### src/rtl/jsu_pkg.sv
// shared types, constants and helper functions for the json string unescaper
// no dependencies
package jsu_pkg;

  localparam int QDEPTH = 4;
  localparam int QPTR_W = $clog2(QDEPTH);

  localparam logic [7:0]  CH_BSL  = 8'h5C;
  localparam logic [7:0]  CH_U    = 8'h75;
  localparam logic [20:0] REPL    = 21'h00FFFD;
  localparam logic [20:0] SUPP    = 21'h010000;
  localparam logic [5:0]  HI_SURR = 6'b110110;
  localparam logic [5:0]  LO_SURR = 6'b110111;

  typedef enum logic [2:0] {
    PH_IDLE,
    PH_ESC,
    PH_HEX1,
    PH_HEX2,
    PH_HEX3,
    PH_HEX4
  } phase_t;

  typedef struct packed {
    logic        vld;
    logic        raw;
    logic [20:0] val;
  } unit_t;

  typedef struct packed {
    unit_t u0;
    unit_t u1;
    logic  fin;
    logic  bad;
  } entry_t;

  typedef struct packed {
    logic [2:0]      len;
    logic [3:0][7:0] b;
  } enc_t;

  typedef struct packed {
    logic       ok;
    logic [3:0] d;
  } hex_t;

  function automatic hex_t hex_digit(logic [7:0] c);
    hex_t h;
    h.ok = 1'b1;
    h.d  = 4'd0;
    if (c >= 8'h30 && c <= 8'h39) begin
      h.d = c[3:0];
    end else if ((c >= 8'h61 && c <= 8'h66) || (c >= 8'h41 && c <= 8'h46)) begin
      h.d = c[3:0] + 4'd9;
    end else begin
      h.ok = 1'b0;
    end
    return h;
  endfunction

  function automatic logic [7:0] esc_map(logic [7:0] c);
    logic [7:0] r;
    unique case (c)
      8'h62:   r = 8'h08;
      8'h66:   r = 8'h0C;
      8'h6E:   r = 8'h0A;
      8'h72:   r = 8'h0D;
      8'h74:   r = 8'h09;
      default: r = c;
    endcase
    return r;
  endfunction

  function automatic enc_t utf8_enc(unit_t u);
    enc_t e;
    e.len = 3'd1;
    e.b   = '0;
    if (u.raw || u.val < 21'h80) begin
      e.b[0] = u.val[7:0];
    end else if (u.val < 21'h800) begin
      e.len  = 3'd2;
      e.b[0] = {3'b110, u.val[10:6]};
      e.b[1] = {2'b10, u.val[5:0]};
    end else if (u.val < 21'h10000) begin
      e.len  = 3'd3;
      e.b[0] = {4'b1110, u.val[15:12]};
      e.b[1] = {2'b10, u.val[11:6]};
      e.b[2] = {2'b10, u.val[5:0]};
    end else begin
      e.len  = 3'd4;
      e.b[0] = {5'b11110, u.val[20:18]};
      e.b[1] = {2'b10, u.val[17:12]};
      e.b[2] = {2'b10, u.val[11:6]};
      e.b[3] = {2'b10, u.val[5:0]};
    end
    return e;
  endfunction

endpackage

### src/rtl/jsu_front.sv
// front end: escape parser, surrogate pairing, emits up to two code units per item
// depends on jsu_pkg
module jsu_front
  import jsu_pkg::*;
(
  input  logic       clk,
  input  logic       rst,
  input  logic       in_valid,
  output logic       in_ready,
  input  logic [7:0] body_byte,
  input  logic       last,
  input  logic       q_full,
  output logic       push,
  output entry_t     push_entry
);

  phase_t      phase, phase_next;
  logic [11:0] acc, acc_next;
  logic [9:0]  held_hi, held_hi_next;
  logic        held_v, held_v_next;
  logic        bad, bad_next;
  logic        accept;
  hex_t        hx;
  logic [15:0] code;
  logic        flush_a, cut, tail_flush;
  unit_t       main_u;
  unit_t       cand [4];
  unit_t       u0, u1;
  logic [2:0]  n;

  assign in_ready = !q_full;
  assign accept   = in_valid && in_ready;
  assign hx       = hex_digit(body_byte);
  assign code     = {acc, hx.d};

  always_comb begin
    phase_next = PH_IDLE;
    unique case (phase)
      PH_IDLE: phase_next = (body_byte == CH_BSL) ? PH_ESC : PH_IDLE;
      PH_ESC:  phase_next = (body_byte == CH_U) ? PH_HEX1 : PH_IDLE;
      PH_HEX1: phase_next = hx.ok ? PH_HEX2 : PH_IDLE;
      PH_HEX2: phase_next = hx.ok ? PH_HEX3 : PH_IDLE;
      PH_HEX3: phase_next = hx.ok ? PH_HEX4 : PH_IDLE;
      PH_HEX4: phase_next = PH_IDLE;
      default: phase_next = PH_IDLE;
    endcase
  end

  always_comb begin
    flush_a      = 1'b0;
    main_u       = '0;
    acc_next     = acc;
    held_hi_next = held_hi;
    held_v_next  = held_v;
    bad_next     = bad;
    unique case (phase)
      PH_IDLE: begin
        if (body_byte != CH_BSL) begin
          flush_a     = held_v;
          held_v_next = 1'b0;
          main_u      = '{vld: 1'b1, raw: 1'b1, val: {13'd0, body_byte}};
        end
      end
      PH_ESC: begin
        if (body_byte == CH_U) begin
          acc_next = '0;
        end else begin
          flush_a     = held_v;
          held_v_next = 1'b0;
          main_u      = '{vld: 1'b1, raw: 1'b1, val: {13'd0, esc_map(body_byte)}};
        end
      end
      PH_HEX1, PH_HEX2, PH_HEX3, PH_HEX4: begin
        if (!hx.ok) begin
          flush_a     = held_v;
          held_v_next = 1'b0;
          main_u      = '{vld: 1'b1, raw: 1'b0, val: REPL};
          bad_next    = 1'b1;
          acc_next    = '0;
        end else if (phase == PH_HEX4) begin
          acc_next = '0;
          if (held_v && code[15:10] == LO_SURR) begin
            held_v_next = 1'b0;
            main_u      = '{vld: 1'b1, raw: 1'b0,
                            val: SUPP + {1'b0, held_hi, code[9:0]}};
          end else begin
            flush_a     = held_v;
            held_v_next = 1'b0;
            if (code[15:10] == HI_SURR) begin
              held_v_next  = 1'b1;
              held_hi_next = code[9:0];
            end else if (code[15:10] == LO_SURR) begin
              main_u = '{vld: 1'b1, raw: 1'b0, val: REPL};
            end else begin
              main_u = '{vld: 1'b1, raw: 1'b0, val: {5'd0, code}};
            end
          end
        end else begin
          acc_next = {acc[7:0], hx.d};
        end
      end
      default: ;
    endcase
  end

  assign tail_flush = last && held_v_next;
  assign cut        = last && (phase_next != PH_IDLE);

  always_comb begin
    cand[0] = '{vld: flush_a, raw: 1'b0, val: REPL};
    cand[1] = main_u;
    cand[2] = '{vld: tail_flush, raw: 1'b0, val: REPL};
    cand[3] = '{vld: cut, raw: 1'b0, val: REPL};
    u0 = '0;
    u1 = '0;
    n  = '0;
    for (int i = 0; i < 4; i++) begin
      if (cand[i].vld) begin
        if (n == 3'd0) begin
          u0 = cand[i];
        end else if (n == 3'd1) begin
          u1 = cand[i];
        end
        n = n + 3'd1;
      end
    end
  end

  assign push       = accept && u0.vld;
  assign push_entry = '{u0: u0, u1: u1, fin: last, bad: bad_next || cut};

  always_ff @(posedge clk) begin
    if (rst) begin
      phase  <= PH_IDLE;
      held_v <= 1'b0;
      bad    <= 1'b0;
    end else if (accept) begin
      if (last) begin
        phase  <= PH_IDLE;
        held_v <= 1'b0;
        bad    <= 1'b0;
      end else begin
        phase  <= phase_next;
        held_v <= held_v_next;
        bad    <= bad_next;
      end
    end
  end

  always_ff @(posedge clk) begin
    if (accept) begin
      acc     <= acc_next;
      held_hi <= held_hi_next;
    end
  end

endmodule

### src/rtl/jsu_queue.sv
// short fifo of decoded entries between front and back ends
// depends on jsu_pkg
module jsu_queue
  import jsu_pkg::*;
(
  input  logic   clk,
  input  logic   rst,
  input  logic   push,
  input  entry_t push_entry,
  output logic   full,
  input  logic   pop,
  output logic   head_valid,
  output entry_t head
);

  entry_t              mem [QDEPTH];
  logic [QPTR_W-1:0]   wr_ptr, rd_ptr;
  logic [QPTR_W:0]     count;

  assign full       = (count == (QPTR_W+1)'(QDEPTH));
  assign head_valid = (count != '0);
  assign head       = mem[rd_ptr];

  always_ff @(posedge clk) begin
    if (rst) begin
      wr_ptr <= '0;
      rd_ptr <= '0;
      count  <= '0;
    end else begin
      if (push) begin
        wr_ptr <= wr_ptr + 1'b1;
      end
      if (pop) begin
        rd_ptr <= rd_ptr + 1'b1;
      end
      if (push && !pop) begin
        count <= count + 1'b1;
      end else if (pop && !push) begin
        count <= count - 1'b1;
      end
    end
  end

  always_ff @(posedge clk) begin
    if (push) begin
      mem[wr_ptr] <= push_entry;
    end
  end

endmodule

### src/rtl/jsu_back.sv
// back end: utf-8 encodes the queued code units and sends one byte per cycle while out_ready is high
// depends on jsu_pkg
module jsu_back
  import jsu_pkg::*;
(
  input  logic       clk,
  input  logic       rst,
  input  logic       head_valid,
  input  entry_t     head,
  output logic       pop,
  output logic       out_valid,
  input  logic       out_ready,
  output logic [7:0] out_byte,
  output logic       final_res,
  output logic       malformed
);

  logic       sel;
  logic [1:0] idx;
  unit_t      cur;
  enc_t       enc;
  logic       take, unit_end, entry_end;

  assign cur       = sel ? head.u1 : head.u0;
  assign enc       = utf8_enc(cur);
  assign take      = head_valid && (!out_valid || out_ready);
  assign unit_end  = ({1'b0, idx} == enc.len - 3'd1);
  assign entry_end = unit_end && (sel || !head.u1.vld);
  assign pop       = take && entry_end;

  always_ff @(posedge clk) begin
    if (rst) begin
      out_valid <= 1'b0;
      sel       <= 1'b0;
      idx       <= '0;
    end else begin
      if (take) begin
        out_valid <= 1'b1;
        if (entry_end) begin
          sel <= 1'b0;
          idx <= '0;
        end else if (unit_end) begin
          sel <= 1'b1;
          idx <= '0;
        end else begin
          idx <= idx + 2'd1;
        end
      end else if (out_ready) begin
        out_valid <= 1'b0;
      end
    end
  end

  always_ff @(posedge clk) begin
    if (take) begin
      out_byte  <= enc.b[idx];
      final_res <= head.fin && entry_end;
      malformed <= head.fin && entry_end && head.bad;
    end
  end

endmodule

### src/rtl/json_string_unescape_utf8_core.sv
// json string body unescaper: one body byte in, decoded utf-8 bytes out
// path: a decoded byte passes through a queue entry and then the back end's output register
// throughput: one item per cycle in unless the queue is full, one byte per cycle out
// while out_ready is high; multi-byte escapes are absorbed by a 4-entry queue
// reset: synchronous, clears parser state, queue and output valid flag, no clearing pass
// depends on jsu_pkg, jsu_front, jsu_queue, jsu_back
module json_string_unescape_utf8_core
  import jsu_pkg::*;
(
  input  logic       clk,
  input  logic       rst,
  input  logic       in_valid,
  output logic       in_ready,
  input  logic [7:0] body_byte,
  input  logic       last,
  output logic       out_valid,
  input  logic       out_ready,
  output logic [7:0] out_byte,
  output logic       final_res,
  output logic       malformed
);

  logic   q_full, push, pop, head_valid;
  entry_t push_entry, head;

  jsu_front u_front (
    .clk        (clk),
    .rst        (rst),
    .in_valid   (in_valid),
    .in_ready   (in_ready),
    .body_byte  (body_byte),
    .last       (last),
    .q_full     (q_full),
    .push       (push),
    .push_entry (push_entry)
  );

  jsu_queue u_queue (
    .clk        (clk),
    .rst        (rst),
    .push       (push),
    .push_entry (push_entry),
    .full       (q_full),
    .pop        (pop),
    .head_valid (head_valid),
    .head       (head)
  );

  jsu_back u_back (
    .clk        (clk),
    .rst        (rst),
    .head_valid (head_valid),
    .head       (head),
    .pop        (pop),
    .out_valid  (out_valid),
    .out_ready  (out_ready),
    .out_byte   (out_byte),
    .final_res  (final_res),
    .malformed  (malformed)
  );

endmodule

### config.mk
export PLATFORM = sky130hd
export DESIGN_NAME = json_string_unescape_utf8_core
export DESIGN_NICKNAME = d
export VERILOG_FILES = /design/src/rtl/jsu_pkg.sv /design/src/rtl/jsu_front.sv /design/src/rtl/jsu_queue.sv /design/src/rtl/jsu_back.sv /design/src/rtl/json_string_unescape_utf8_core.sv
export SDC_FILE = /design/constraint.sdc
export NUM_CORES = 1
export LEC_CHECK = 0
export BUFFER_PORTS_ARGS = -buffer_cell sky130_fd_sc_hd__buf_2
export CAP_MARGIN = 5
export CORE_UTILIZATION = 67
export CTS_CLUSTER_SIZE = 12
export DETAILED_ROUTE_END_ITERATION = 8
export GPL_TIMING_DRIVEN = 0
export PLACE_DENSITY = 0.84
export SYNTH_ARGS = -nofsm -noshare
export SYNTH_HDL_FRONTEND = slang
export SYNTH_SLANG_ARGS = --single-unit
### constraint.sdc
create_clock -name clk -period 13.8 [get_ports clk]
set_clock_uncertainty 0.15 [all_clocks]
set_input_delay 2.76 -clock clk [delete_from_list [all_inputs] [get_ports clk]]
set_output_delay 2.76 -clock clk [all_outputs]
set_load 0.005 [all_outputs]
Word-level counts from Yosys, hierarchy flattened:

Memory sizes are Yosys's and may differ from the RTL's. A register that Yosys moved wholly into a read port is not among the register bits.
Cells that the tools add are included.

* ROM bits: 0
* memory bits (writable): 192
* output and inout bits: 12
* input port bits: 13
* latch bits: 0
* bits in registers: 48
* memories: 1
* logic and storage cells: 179

Memories
* u_queue.mem: words 4, width 48, read ports 1, clocked after Yosys merged registers in 1, write ports 1, line jsu_queue.sv:16 `entry_t mem [QDEPTH];`

* muxes and demuxes: 83
* $add $sub $neg: 10
* $mul: 0
* shifts and indexed selects: 0
* magnitude comparators: 10
* div/mod/pow operators: 0
* reduce and logical (&&, ||, !) cells: 39
* bitwise operators: 1
* equal/unequal tests: 21

Operators with widths (number)
* $mux 23: 22
* $pmux 23 s3: 1
* $eq 8x7->1 const B: 7
* $mux 16: 3
* $mux 22: 2
* $pmux 8 s5: 1
* $mux 12: 3
* $mux 27: 1
* $mux 3: 9
* $mux 1: 25
* $mux 8: 3
* $pmux 12 s2: 1
* $add 17x20->21 const A: 1
* $lt 21x12->1 const B: 1
* $lt 21x17->1 const B: 1
* $lt 21x8->1 const B: 1
* $bmux 8 s2: 1
* $ge 8x7->1 const B: 2
* $le 8x7->1 const B: 2
* $logic_and 1x1->1: 15
* $pmux 3 s5: 1
* $eq 6x6->1 const B: 2
* $logic_not 3->1: 4
* $mux 2: 6
* 26 further kinds: 49

Depth between registers and ports, before layout:

* depth after elaboration: 22
* depth in mapped cells: 20
* depth with buffers taken out: 19

Modules after synthesis:

Synthesis repeated with hierarchy kept, for this count alone.

* cells, all modules: 798
* area, all modules: 11499.8 um^2

By module, submodules not included
* jsu_queue: area an instance 7348.3 um^2, cells an instance 294, seq. area each 5945.7 um^2, times used 1
* jsu_front: area an instance 2607.5 um^2, cells an instance 315, seq. area each 760.7 um^2, times used 1
* jsu_back: area an instance 1544.0 um^2, cells an instance 189, seq. area each 380.4 um^2, times used 1

Worst setup path after synthesis:

No wires, ideal clock.

* path kind: input to register
* start point: input body_byte[0]
* end point: memory u_queue.mem[0][0] (netlist name), enable pin
* required time: 13.241 ns
* stages on the path: 14
* buffers on the path: 2
* slack: 6.441 ns
* arrival: 6.800 ns
* setup time: 0.409 ns
* cells stage by stage: inv_1 -> ha_1 -> nor3b_1 -> nor3_1 -> a221oi_1 -> a211oi_1 -> nand2b_1 -> clkbuf_1 -> clkbuf_1 -> ha_1 -> inv_1 -> a41oi_1 -> o22ai_1 -> and2_1

* word-level cells in the longest chain between the ends: 18

RTL lines
* start, declared: line json_string_unescape_utf8_core.sv:14 `input logic [7:0] body_byte,`
* $ge 8x7->1 or $le 8x7->1 (tied branches): line jsu_pkg.sv:53 `end else if ((c >= 8'h61 && c <= 8'h66) || (c >= 8'h41 && c <= 8'h46)) begin`
* $logic_and 1x1->1: line jsu_pkg.sv:53
* $logic_or 1x1->1: line jsu_pkg.sv:53
* $mux 1: line jsu_pkg.sv:53
* $mux 1: line jsu_pkg.sv:51 `if (c >= 8'h30 && c <= 8'h39) begin`
* $mux 1: line jsu_front.sv:74 `if (!hx.ok) begin`
* $pmux 1 s3: line jsu_front.sv:56 `unique case (phase)`
* $mux 1: line jsu_front.sv:118 `if (cand[i].vld) begin`
* (+3 left out)
* $mux 3 or $mux 23 (tied branches): line jsu_front.sv:118, jsu_front.sv:119
* $logic_not 3->1 or $mux 23 (tied branches): line jsu_front.sv:119, jsu_front.sv:118
* $mux 23: line jsu_front.sv:119 `if (n == 3'd0) begin`
* $mux 23 *: line jsu_front.sv:118
* $logic_and 1x1->1 *: line jsu_front.sv:129 `assign push = accept && u0.vld;`
* named net push: line json_string_unescape_utf8_core.sv:23 `logic q_full, push, pop, head_valid;`
* $mux 1 *: line jsu_queue.sv:45 `if (push) begin`
* $mux 1 (not written as such) *: line jsu_queue.sv:46 `mem[wr_ptr] <= push_entry;`
* end, declared: line jsu_queue.sv:16

Mark *: on every way through the listed nets, which the timed path passes. The rest lies on a longest branch.

Worst setup path after layout:

* start point: input body_byte[0]
* end point: register u_queue.count[2]

* word-level cells in the longest chain between the ends: 19

RTL lines
* $ge 8x7->1 or $le 8x7->1 (tied branches): line jsu_pkg.sv:53
* $logic_and 1x1->1: line jsu_pkg.sv:53
* $logic_or 1x1->1: line jsu_pkg.sv:53
* $mux 1: line jsu_pkg.sv:53
* $mux 1: line jsu_pkg.sv:51
* $mux 1: line jsu_front.sv:74
* $pmux 1 s3: line jsu_front.sv:56
* $mux 1: line jsu_front.sv:118
* (+4 left out)
* $logic_not 3->1 or $mux 23 (tied branches): line jsu_front.sv:119, jsu_front.sv:118
* $mux 23: line jsu_front.sv:119
* $mux 23 *: line jsu_front.sv:118
* $logic_and 1x1->1 *: line jsu_front.sv:129
* named net push: line json_string_unescape_utf8_core.sv:23
* $logic_not 1->1: line jsu_queue.sv:38 `end else if (pop && !push) begin`
* $logic_and 1x1->1: line jsu_queue.sv:38
* $reduce_bool 2->1 (no line)
* end signal, assigned: line jsu_queue.sv:37 `count <= count + 1'b1;`
* end signal, assigned: line jsu_queue.sv:39 `count <= count - 1'b1;`
* end, declared: line jsu_queue.sv:18 `logic [QPTR_W:0] count;`

Marked as above.
A chain may end at the register's enable or synchronous reset.

==> summary.txt <==
Status
  – Outcome: completed

Clock tree
  – CTS buffer count: 25
  – Reg clk slew, reported paths: ~60 ps
  – Setup bufs post-CTS: 0
  – Clock Path Buffers: 3
  – Clock sink count: 238
  – H-tree Lvls: 1
  – Root Driver: clkbuf_16
  – Post-CTS Hold Buffers: 0
  – Skew-Pair Late Insertion Delay: 510 ps
  – Post-cts sizing count: 0
  – TritonCTS clock tree: yes

Min path
  – Min-Delay Startpoint: u_front.acc[5]$_SDFFCE_PP0P_
  – Worst hold path class: register to register

Cells and area
  – Share of cells above drive strength 1: between 10% and 20%
  – # nets final: 863
  – P&R area growth vs syn: 11.5%
  – Fillers: 945
  – Sequential Area: about 0.0070 mm^2
  – Multi-input gate area: 0.00379 mm^2
  – Ant. Diodes: 0

Die
  – Die extent in x: 130 um
  – Core area: approximately 0.016 mm^2
  – Initial Util: just under 70%
  – Vert. Die Dim: 130 um
  – Num rows: between 40 and 50
  – Io pins: 25
  – Full die area: around 0.017 mm^2

Timing
  – Fin Setup TNS: 0 ps
  – Final period utilization: 56.7%
  – Endpoints failing hold: 0
  – Slew Limit Fails: 0
  – Final setup fails: 0
  – Worst slew pin tran: around 1300 ps
  – Fmax: approximately 130 MHz
  – WHS: between 300 and 400 ps
  – Tmin final: 7830 ps
  – Max-Slew Margin vs Limit: about 16%
  – RSZ-0062 raised after global routing: no

Pwr
  – Net Switching: approximately 0.66 mW
  – Pleak: roughly 4.2 nW
  – Clock power frac: 27.6%
  – Seq pwr share: 42.0%
  – Worst VDD drop: between 100 and 150 uV
  – P_int: 1.50 mW
  – Gate power share: 30.5%
  – PD cells: around 180 mW/mm^2
  – Sw Ratio: 30.5%

Worst setup path
  – CP bufs+invs: 7
  – Reg2reg start: u_front.phase[2]$_SDFFE_PP0P_
  – Worst path required time: around 14000 ps
  – CP max stage delay: between 700 and 800 ps
  – CP Cell Sequence: buf_2 -> inv_1 -> ha_1 -> o21bai_1 -> a21oi_1 -> a221oi_1 -> buf_2 -> a211oi_1 -> nand2b_1 -> clkbuf_1 -> clkbuf_1 -> ha_1 -> inv_1 -> a41oi_1 -> o22ai_1 -> ha_1 -> inv_1 -> fa_1 -> xor2_1 -> or3_1 -> a21oi_1
  – Worst Setup SP: body_byte[0]
  – Crit end category: register
  – Arrival @ worst endpoint: between 8000 and 9000 ps
  – Setup CP Type: primary input to register
  – Crit-path leading delay family: compound AO/OA/AOI/OAI gates
  – Worst-path maximum fanout: 11
  – Startpoint Class: primary input
  – CP max-delay cell: o22ai_1

Logic synthesis
  – Largest family of logic cells by synthesized area: multiplexers
  – Compound-Gate Fraction of Synth Area: between 8 and 9%
  – EDFF count, synth: between 200 and 250
  – Synth async-reset ratio: 0%
  – Primary FF master, synth: edfxtp_1
  – Mux cell area share after synthesis: 13.2%
  – Post-synthesis xor/xnor area fraction: less than 1%
  – Syn Inst Count: around 760
  – Seq cells post-synth: 238
  – Synth Area in Adders: approximately 1.7%
  – Sequential area share after synthesis: between 60% and 70%
  – Mean Syn Cell Area: 14.4 um^2
  – Synthesized area: roughly 0.011 mm^2
  – Simple-Gate Fraction of Synth Area: 9.80%
  – YS warnings: 0
  – Post-synth cell types: between 70 and 80

Routing
  – Router iterations before antenna repair: 7
  – Vias: slightly above 7000
  – DRC Markers: 0
  – Routed WL per cell: ~23 um
  – DRT antenna net count: 0
  – Routed WL: around 25000 um
  – DR vias/cell: between 6 and 7
  – Iteration-0 DRC Markers: between 800 and 900

Placed design
  – I/O Buffers: 23
  – DP HPWL: 16600 um
  – Placer Congestion: 0.953

Global route
  – All-Layer GR Usage: 30.8%
  – Congestion Overflow GR: 0
  – First-pass GRT wire length: about 38000 um
  – Pin count of the biggest net entering global routing: 34
  – Vias in the first global route: 6995
  – Initial antenna violation count: 0

Run
  – Max Cap Viol: 0
## worst paths after layout
check / endpoint / slack, ps / depth (start not counted)
max: u_queue.count[2]$_SDFFE_PP0P_ / 5970 / 21
min: u_front.held_hi[9]$_DFFE_PP_ / 350 / 0
max reg2reg: u_queue.count[2]$_SDFFE_PP0P_ / 8510 / 18
min reg2reg: u_front.held_hi[9]$_DFFE_PP_ / 350 / 0
## cell usage in the layout, fill, tap and decap left out, types with 5 or more instances in the layout
master	instances
nand2_1	34
a21oi_1	38
ha_1	13
buf_2	33
o211ai_1	6
nor2b_1	8
mux2_2	14
or3_1	7
mux2i_1	22
a21o_1	6
nand2b_1	9
and2_1	12
or2_2	5
clkbuf_16	25
buf_12	6
mux4_1	13
a211oi_1	5
dfxtp_1	18
conb_1	20
nor2_1	51
clkbuf_1	29
nand3_1	30
o22ai_1	7
inv_1	27
o21ai_0	44
o21a_1	6
mux4_2	31
edfxtp_1	220
nor3_1	16
## final cells by class
class | count | share of cell area (%)
inverters | 27 | 0.826
clock inverters | 6 | 0.245
flip-flops and latches | 238 | 56.8
repair buffers | 28 | 1.63
clock buffers | 34 | 5.54
well taps | 216 | 2.20
plain buffers | 40 | 1.80
multi-input cells | 476 | 30.9
## power groups by stage
stage / Clock, mW / Sequential, mW / Combinational (mW)
after floorplan: 0 / 0.918 / 0.474
after global placement: 0 / 0.921 / 0.624
after detailed placement: 0 / 0.922 / 0.647
after CTS: 0.599 / 0.908 / 0.655
after global routing: 0.627 / 0.915 / 0.709
final: 0.597 / 0.908 / 0.659
## metrics by stage
| stage | setup WS (ps) | instances | utilization, % | total power, mW | area (um^2) |
|---|---|---|---|---|---|
| 6_report | 5970 | 1065 | 76.9 | 2.16 | 12300 |
| 3_3_place_gp | 4500 | 1020 | 71.9 | 1.55 | 11500 |
| 5_1_grt | 5580 | 1065 | 76.9 | 2.25 | 12300 |
| 3_5_place_dp | 5300 | 1024 | 72.4 | 1.57 | 11500 |
| 4_1_cts | 5810 | 1064 | 76.9 | 2.16 | 12300 |
| 2_1_floorplan | 6440 | 781 | - | 1.39 | 11100 |
## worst reg2reg max path: stages, from the launching register on
cell and delay [ps]:
dfxtp_1 360, clkbuf_1 340, nor2_1 130, nand3_1 290, nand2_1 150, a211oi_1 160, nand2b_1 120, clkbuf_1 270
clkbuf_1 470, ha_1 380, inv_1 140, a41oi_1 120, o22ai_1 730, ha_1 330, inv_1 70, fa_1 380
xor2_1 180, or3_1 310, a21oi_1 140
## flip-flops by register name (all words and copies together) (netlist names), named ones only
name,cells
u_front.held_hi,10
u_back.final_res,1
u_front.phase,3
u_queue.mem,188
u_front.bad,1
u_queue.rd_ptr,2
u_back.malformed,1
u_back.out_valid,1
u_queue.wr_ptr,2
u_back.idx,2
u_back.sel,1
u_queue.count,3
u_front.held_v,1
u_back.out_byte,8
u_front.acc,12
## kinds of logic after synthesis
logic type | Yosys count
multiplexers | 83
flip-flops | 238
other | 1
AND/OR/NAND/NOR | 205
XOR/XNOR | 7
buffers and inverters | 67
adder cells (fa/ha/maj) | 14
AO/OA/AOI/OAI | 147
## cell usage after synthesis, types with 3 or more instances
master | number | area share [%]
a211oi_1 | 5 | 0.34
a21o_1 | 6 | 0.41
a21oi_1 | 38 | 1.7
a221oi_1 | 4 | 0.32
a22oi_1 | 3 | 0.20
a31oi_1 | 4 | 0.23
and2_1 | 16 | 0.91
and3_1 | 3 | 0.17
buf_1 | 3 | 0.10
buf_2 | 9 | 0.41
clkbuf_1 | 22 | 0.75
dfxtp_1 | 18 | 3.3
edfxtp_1 | 220 | 60
ha_1 | 13 | 1.5
inv_1 | 27 | 0.92
mux2_2 | 14 | 1.4
mux2i_1 | 22 | 2.0
mux4_1 | 13 | 3.1
mux4_2 | 31 | 6.3
nand2_1 | 34 | 1.2
nand2b_1 | 9 | 0.51
nand3_1 | 30 | 1.4
nand3b_1 | 3 | 0.20
nand4_1 | 4 | 0.23
nor2_1 | 51 | 1.7
nor2b_1 | 8 | 0.45
nor3_1 | 17 | 0.77
nor4_1 | 3 | 0.17
o211ai_1 | 6 | 0.41
o21a_1 | 6 | 0.41
o21ai_0 | 44 | 2.0
o22ai_1 | 7 | 0.40
o31ai_1 | 3 | 0.20
or2_2 | 5 | 0.28
or3_1 | 7 | 0.40
xnor2_1 | 3 | 0.24
xor2_1 | 4 | 0.32
## layer usage
| metal | GRT usage [%] | wire, um |
|---|---|---|
| met1 | 41.1 | 9740 |
| met2 | 53.1 | 12700 |
| met3 | 4.51 | 1840 |
| met4 | 8.55 | 473 |
| met5 | 0 | 0 |
Note: power is estimated with default switching activity, not from simulation.
